[src/hdl/ssbck_pkg.sv]
// Shared widths, codes and pipeline types of the scaled sprite blit core.
package ssbck_pkg;

  localparam int SPRITE_CAPACITY_DEF = 16384;
  localparam int SCREEN_W_DEF        = 1024;
  localparam int SCREEN_H_DEF        = 768;

  localparam int SRC_DIM_W  = 15;
  localparam int DST_DIM_W  = 12;
  localparam int POS_W      = 13;
  localparam int PIX_W      = 32;
  localparam int IDX_W      = 14;
  localparam int OFS_W      = 12;
  localparam int SCR_ADDR_W = 20;
  localparam int COORD_W    = 14;
  localparam int PROD_W     = OFS_W + SRC_DIM_W;
  localparam int QUO_W      = SRC_DIM_W;
  localparam int SIDX_W     = 2 * SRC_DIM_W + 1;
  localparam int CFG_IDX_W  = 3;
  localparam int CFG_DATA_W = 32;

  localparam logic CMD_LOAD = 1'b0;
  localparam logic CMD_DRAW = 1'b1;

  localparam logic [CFG_IDX_W-1:0] CFG_SRC_WIDTH  = 3'd0;
  localparam logic [CFG_IDX_W-1:0] CFG_SRC_HEIGHT = 3'd1;
  localparam logic [CFG_IDX_W-1:0] CFG_DST_WIDTH  = 3'd2;
  localparam logic [CFG_IDX_W-1:0] CFG_DST_HEIGHT = 3'd3;
  localparam logic [CFG_IDX_W-1:0] CFG_DST_LEFT   = 3'd4;
  localparam logic [CFG_IDX_W-1:0] CFG_DST_TOP    = 3'd5;
  localparam logic [CFG_IDX_W-1:0] CFG_COLOR_KEY  = 3'd6;

  localparam logic [PIX_W-1:0] COLOR_KEY_RST = 32'h00FF00FF;

  // first stage after acceptance
  typedef struct packed {
    logic               vld;
    logic               draw;
    logic               kill;
    logic [IDX_W-1:0]   idx;
    logic [PIX_W-1:0]   pix;
    logic [COORD_W-1:0] scol;
    logic [COORD_W-1:0] srow;
  } stage_a_t;

  // sideband that travels next to the dividers
  typedef struct packed {
    logic                  vld;
    logic                  draw;
    logic                  kill;
    logic [IDX_W-1:0]      idx;
    logic [PIX_W-1:0]      pix;
    logic [SCR_ADDR_W-1:0] addr;
  } side_t;

  // stage that waits for the sprite read data
  typedef struct packed {
    logic                  vld;
    logic                  draw;
    logic                  kill;
    logic [SCR_ADDR_W-1:0] addr;
  } rd_t;

endpackage

[src/hdl/ssbck_div.sv]
// Pipelined restoring divider, one quotient bit per stage.
module ssbck_div #(
  parameter int NUM_W = ssbck_pkg::PROD_W,
  parameter int DEN_W = ssbck_pkg::DST_DIM_W,
  parameter int QUO_W = ssbck_pkg::QUO_W
) (
  input  logic             clk_i,
  input  logic [NUM_W-1:0] num_i,
  input  logic [DEN_W-1:0] den_i,  // static while items are in flight
  output logic [QUO_W-1:0] quo_o
);

  // caller guarantees num_i < den_i * 2**QUO_W
  logic [NUM_W-1:0] rem_q [QUO_W];
  logic [QUO_W-1:0] quo_q [QUO_W];

  for (genvar k = 0; k < QUO_W; k++) begin : g_stage
    localparam int Bit = QUO_W - 1 - k;
    logic [NUM_W-1:0] rem_in;
    logic [NUM_W-1:0] trial;
    logic [QUO_W-1:0] quo_in;
    logic             ge;

    if (k == 0) begin : g_first
      assign rem_in = num_i;
      assign quo_in = '0;
    end else begin : g_next
      assign rem_in = rem_q[k-1];
      assign quo_in = quo_q[k-1];
    end

    assign trial = NUM_W'(den_i) << Bit;
    assign ge    = rem_in >= trial;

    always_ff @(posedge clk_i) begin
      rem_q[k] <= ge ? (rem_in - trial) : rem_in;
      quo_q[k] <= quo_in | (QUO_W'(ge) << Bit);
    end
  end

  assign quo_o = quo_q[QUO_W-1];

endmodule
[config.mk]
export PLATFORM = sky130hd
export DESIGN_NAME = ssbck_div
export DESIGN_NICKNAME = d
export VERILOG_FILES = /design/src/hdl/ssbck_pkg.sv /design/src/hdl/ssbck_div.sv
export SDC_FILE = /design/constraint.sdc
export NUM_CORES = 1
export LEC_CHECK = 0
export BUFFER_PORTS_ARGS = -buffer_cell sky130_fd_sc_hd__buf_4
export CAP_MARGIN = 20
export CORE_UTILIZATION = 56
export DETAILED_ROUTE_END_ITERATION = 7
export HOLD_SLACK_MARGIN = 0.12
export PLACE_DENSITY = 0.75
export SETUP_SLACK_MARGIN = 0.1
export SLEW_MARGIN = 20
export SYNTH_ARGS = -nofsm -noshare
export SYNTH_HDL_FRONTEND = slang
export SYNTH_SLANG_ARGS = --single-unit
[constraint.sdc]
create_clock -name clk_i -period 3.1 [get_ports clk_i]
set_input_delay 0.31 -clock clk_i [delete_from_list [all_inputs] [get_ports clk_i]]
set_output_delay 0.31 -clock clk_i [all_outputs]
set_load 0.02 [all_outputs]
Word level (Yosys, flattened, before mapping)

Memories as Yosys holds them, arrays and structs flattened.
Index checks and enable logic that the tools add are counted.

Memory bits (read-only): 0
Memories: 2
Output and inout bits: 15
Memory bits (writable): 630
Input port bits: 40
Latch bits: 0
Register bits: 0

Magnitude comparators: 15
Equal/unequal tests: 0
Reduce and logical (&&, ||, !) cells: 0
Div/mod/pow operators: 0
Shifts and indexed selects: 0
Muxes and demuxes: 15
Bitwise logic cells: 14
Add/subtract/negate cells: 15
$mul: 0

Memory list:

| name  | words | width | read ports | clocked after memory_dff | wr ports | line            | source |
|---|---|---|---|---|---|---|---|
| rem_q | 15    | 27    | 14         | 0                        | 15       | ssbck_div.sv:14 | `logic [NUM_W-1:0] rem_q [QUO_W];` |
| quo_q | 15    | 15    | 15         | 0                        | 15       | ssbck_div.sv:15 | `logic [QUO_W-1:0] quo_q [QUO_W];` |

Operators with widths:

| operator                       | count |
|---|---|
| 2-to-1 mux 27 bit              | 15 |
| >= comparator 27 x 12 -> 1 bit | 1 |
| >= comparator 27 x 13 -> 1 bit | 1 |
| >= comparator 27 x 14 -> 1 bit | 1 |
| >= comparator 27 x 15 -> 1 bit | 1 |
| >= comparator 27 x 16 -> 1 bit | 1 |
| >= comparator 27 x 17 -> 1 bit | 1 |
| >= comparator 27 x 18 -> 1 bit | 1 |
| >= comparator 27 x 19 -> 1 bit | 1 |
| >= comparator 27 x 20 -> 1 bit | 1 |
| >= comparator 27 x 21 -> 1 bit | 1 |
| >= comparator 27 x 22 -> 1 bit | 1 |
| >= comparator 27 x 23 -> 1 bit | 1 |
| >= comparator 27 x 24 -> 1 bit | 1 |
| >= comparator 27 x 25 -> 1 bit | 1 |
| >= comparator 27 x 26 -> 1 bit | 1 |
| subtractor 27 x 12 -> 27 bit   | 1 |
| subtractor 27 x 13 -> 27 bit   | 1 |
| subtractor 27 x 14 -> 27 bit   | 1 |
| subtractor 27 x 15 -> 27 bit   | 1 |
| subtractor 27 x 16 -> 27 bit   | 1 |
| subtractor 27 x 17 -> 27 bit   | 1 |
| subtractor 27 x 18 -> 27 bit   | 1 |
| subtractor 27 x 19 -> 27 bit   | 1 |
| other kinds (21)               | 21 |

Longest topological paths before layout

An unclocked memory read counts as a cell.

Depth after elaboration: 3
Mapped depth: 12
Depth with buffers taken out: 11

Least setup slack after synthesis

Ideal clock, no wire load.

Path type: input to register
From: input den_i[1]
To: memory rem_q[0][14] (netlist name)
Data required time: 2.972 ns
Path slack: 0.174 ns
Library setup time: 0.128 ns
Cell stages on the path: 10
Arrival time: 2.798 ns
Cell sequence: inv_1 > ha_1 > nor2b_1 > o31a_1 > o31a_1 > o21a_1 > o21ai_1 > buf_2 > clkbuf_1 > o21ai_0

RTL lines:

| what               | line            | source |
|---|---|---|
| start: declaration | ssbck_div.sv:9  | `input logic [DEN_W-1:0] den_i,` |
| end: declaration   | ssbck_div.sv:14 |  |

==> out/results.txt <==
For this run, design rule violations remaining after detail routing come to 0. In this run the critical register-to-register path is launched from rem_q[6][7]. The layout overhead on the synthesized area was 16.81%; the number of DRC markers after the initial detailed-route iteration was 1154. Met2 wire length: 25740 um. In the post-synthesis netlist, the biggest area contributors are sky130_fd_sc_hd__dfxtp_1 44%, sky130_fd_sc_hd__ha_1 10%, sky130_fd_sc_hd__xnor2_1 4.0%. The signal on the critical path passes through inv_1 -> ha_1 -> inv_1 -> fa_1 -> a211oi_2 -> o21ai_1 -> a41oi_1 -> o21ai_0 -> or3_1 -> nor4_1 -> xor2_1. The post-detailed-routing wire length was 53520 um; the initial antenna violation count was 0.

The setup check on the worst reg-to-reg path leaves a slack of 0.26 ns. The number of global-route vias before repair was 17461. Synthesis produced a netlist with a net count of 2558.

For the worst setup path, the data required time is 3.62 ns. The number of enable-type register cells in the synthesized netlist is 0, and the final hold violation count is 0. Dividing the synthesized area by the synthesized cell count gives 9.686 um2.

By instance count, the leading cell after synthesis is sky130_fd_sc_hd__dfxtp_1. Clock tree synthesis found a total of 498 sinks. The smallest clock period supported by the final layout is computed as 2.835 ns. The capture point of the worst reg-to-reg path was rem_q[7][23]. Launching element of the worst setup path: rem_q[6][7].

Summing over every cut layer, the via total after detailed routing is 17638. The largest single stage delay on the critical path is 0.44 ns. The tools report the H-tree depth as 2. The flow ran to the end, and the final reports show no timing, DRC or antenna violations. The number of clock buffers added by TritonCTS is 50. The share of the cycle needed by the critical path after routing works out to 0.9146. The die extent in x came out at 202.5 um. For the max-slew violation count, the log shows 0.

The post-placement worst setup slack was -0.002481 ns. Cell with the most instances on the worst path: sky130_fd_sc_hd__inv_1. In the final routed layout, each cell accounts on average for 17.52 um. The run gives 3.36 ns as the worst endpoint data arrival time. The core region is 39730 um2. In the final design database the tool counted 2722 nets.

The share of the yosys chip area belonging to registers came out at 0.4429. Setup repair after global routing left no endpoint under its margin. The biggest area contributor in the post-synthesis netlist is sky130_fd_sc_hd__dfxtp_1.

Maximum clock insertion buffer count: 3. The floorplan step set the die height to 202.5 um. In this run the remaining antenna-violating nets after routing total 0.

Max-cap violations in this run came to 0. The wire length on met1 is 23050 um. The initial cell density of the core is 0.5666, and the total global-route track usage is 0.2631.

The number of cells on the worst reg-to-reg path is 11. The post-synthesis async set-or-reset flop share came out at 0. The transition time at the pin with the least slew margin works out to 0.8740 ns.

The pin count of the biggest net entering global routing is 25. The worst setup path is launched from a register. Setup slack closes at 0.2646 ns.

Layout cell share with drive strength beyond 1: 0.1182. The startpoint-to-endpoint class of the critical path was register to register. Grouping stages by cell kind, the critical path spends the most delay in compound AO/OA/AOI/OAI gates. The tightest hold path in the finished design has a slack of 0.1571 ns.

Across the VDD grid, the largest voltage drop is 0.6897 mV. For this run, the leading register cell type out of synthesis is sky130_fd_sc_hd__dfxtp_1. TritonCTS built the clock tree.

After clock tree synthesis, the setup repair step added 0 buffers. During synthesis, Yosys emitted a total of 0 warnings. The critical path runs through a total of 11 cells.

The number of different library cells used by synthesis comes to 82. The path class of the tightest hold or removal check is input pin to register. For the full die area, the log shows 41000 um2.

The top routing layer in use was met4. The total buffers and inverters traversed by the critical path was 2; the number of placed I/O pins was 55. In the synthesized netlist, the number of instances is 2324. The run gives 2361 um as the routed length on met3. In the synthesized netlist, the cells that appear most often are 498 x sky130_fd_sc_hd__dfxtp_1, 181 x sky130_fd_sc_hd__nand2_1, 180 x sky130_fd_sc_hd__ha_1. The worst setup path is captured at a register. During placement, the flow inserted port buffers numbering 54. Among all stages on the critical path, the largest delay is contributed by sky130_fd_sc_hd__fa_1. The mean number of vias per cell was 5.775; the number of cells on the worst hold path was 3. Summed over all cells, the static leakage comes to 0.01110 uW.

The post-DP HPWL was 39350 um; the clock slew at the register clock pins of the worst setup and hold paths was 0.06 ns. The first global-routing pass estimated 87640 um of wire. The final count of negative-setup-slack endpoints is 0, and the synthesized area is 22510 um2. After layout, the design draws a total of 28020 uW.

The biggest fanout along the worst timing path was 3; the final global-route overflow total was 0. For this run, the detailed router's first-pass iteration total came to 6. The clock reaches the later pin of the worst-skew pair after 0.62 ns. The tools report the weighted congestion at the end of routability-driven global placement as 0.9434.

The antenna diode instance count was 0; the register bit count reported by yosys was 498. In this run the worst setup path terminates at rem_q[7][23]. The tools report the worst clock skew as 0.03473 ns. For the row count, the log shows 73.

Root cell of the clock tree: sky130_fd_sc_hd__clkbuf_16. The run gives 0.4023 as the normalized max-slew margin. Area fraction of the dominant cell type after synthesis: 0.4429. Based on the critical path, the design can be clocked at up to 352.7 MHz.

The power density over the cells is 1065 nW/um2.
## power breakdown
part | leakage [uW] | switching [uW] | total (uW) | internal [uW]
logic | 0.00599 | 5890 | 11000 | 5150
registers | 0.00417 | 1530 | 10100 | 8600
clock network | 0.000937 | 2640 | 6850 | 4210
total | 0.0111 | 10100 | 28000 | 18000
## timing repair
| action | in CTS | in global routing |
|---|---|---|
| resized for setup | 0 | 2 |
| endpoints found under the setup margin | 0 | 9 |
| hold buffers | 27 | 0 |
| hold endpoints to repair | 27 | 0 |
## worst min path at each step
stage / startpoint / to / slack (ns)
4_1_cts: den_i[0] / rem_q[11][3] / 0.13
3_3_place_gp: quo_q[7][14] / quo_q[8][14] / 0.31
2_1_floorplan: quo_q[9][10] / quo_q[10][10] / 0.31
6_report: den_i[0] / rem_q[2][12] / 0.16
5_1_grt: den_i[0] / rem_q[7][7] / 0.15
3_5_place_dp: quo_q[12][10] / quo_q[13][10] / 0.31
## cells by family (layout without fill, tap and decap cells)
kind of cell,Yosys count,after routing,synth area share
fa+ha+maj,194,194,0.1125
mux,44,44,0.02184
flops,498,498,0.4429
xor+xnor,201,201,0.07821
compound gates,548,548,0.1534
simple gates,722,722,0.1703
buf+inv,117,322,0.02090
## placed cells by master, fill, tap and decap left out, types with 19 or more instances in the layout
cell and instances:
sky130_fd_sc_hd__a211oi_1 19, sky130_fd_sc_hd__a21o_1 54, sky130_fd_sc_hd__a21oi_1 153, sky130_fd_sc_hd__buf_4 115, sky130_fd_sc_hd__clkbuf_16 50, sky130_fd_sc_hd__dfxtp_1 498
sky130_fd_sc_hd__dlygate4sd3_1 27, sky130_fd_sc_hd__ha_1 180, sky130_fd_sc_hd__inv_1 74, sky130_fd_sc_hd__mux2_2 41, sky130_fd_sc_hd__nand2_1 181, sky130_fd_sc_hd__nand2b_1 29
sky130_fd_sc_hd__nand3_1 38, sky130_fd_sc_hd__nand4_1 32, sky130_fd_sc_hd__nor2_1 159, sky130_fd_sc_hd__nor2b_1 34, sky130_fd_sc_hd__nor3_1 55, sky130_fd_sc_hd__nor4_1 43
sky130_fd_sc_hd__o21a_1 31, sky130_fd_sc_hd__o21ai_0 153, sky130_fd_sc_hd__xnor2_1 102, sky130_fd_sc_hd__xor2_1 99
## flip-flops by register name (all words and copies together), names as in the netlist
name	cells
quo_q	120
rem_q	378
## stage by stage
stage	std cells	instance area, um2	utilization	setup TNS, ns
2_1_floorplan	2324	22510	-	0
3_3_place_gp	2934	24090	0.6064	0
3_5_place_dp	2934	24090	0.6064	-0.002481
4_1_cts	3054	26290	0.6617	0
5_1_grt	3054	26300	0.6618	0
6_report	3054	26300	0.6618	0
## cell type report
cell class,instances,area (um2)
Clock buffer,67,1435
Multi-Input combinational cell,1709,12090
Tap cell,525,656.9
Fill cell,3065,13440
Timing Repair Buffer,154,1374
Inverter,75,281.5
Sequential cell,498,9970
Clock inverter,26,490.5
## layer usage
metal / GRT usage / vias to the layer above
met5: 0 / -
met4: 0.1160 / 0
met3: 0.03965 / 159
met2: 0.4579 / 477
met1: 0.3212 / 8290
li1: - / 8712
## worst reg2reg max path, cell delays in order (launching register included)
cell	delay, ns
sky130_fd_sc_hd__dfxtp_1	0.31
sky130_fd_sc_hd__inv_1	0.05
sky130_fd_sc_hd__ha_1	0.16
sky130_fd_sc_hd__inv_1	0.06
sky130_fd_sc_hd__fa_1	0.44
sky130_fd_sc_hd__a211oi_2	0.29
sky130_fd_sc_hd__o21ai_1	0.15
sky130_fd_sc_hd__a41oi_1	0.32
sky130_fd_sc_hd__o21ai_0	0.14
sky130_fd_sc_hd__or3_1	0.36
sky130_fd_sc_hd__nor4_1	0.28
sky130_fd_sc_hd__xor2_1	0.17
Power figures use the tool's default switching activity.
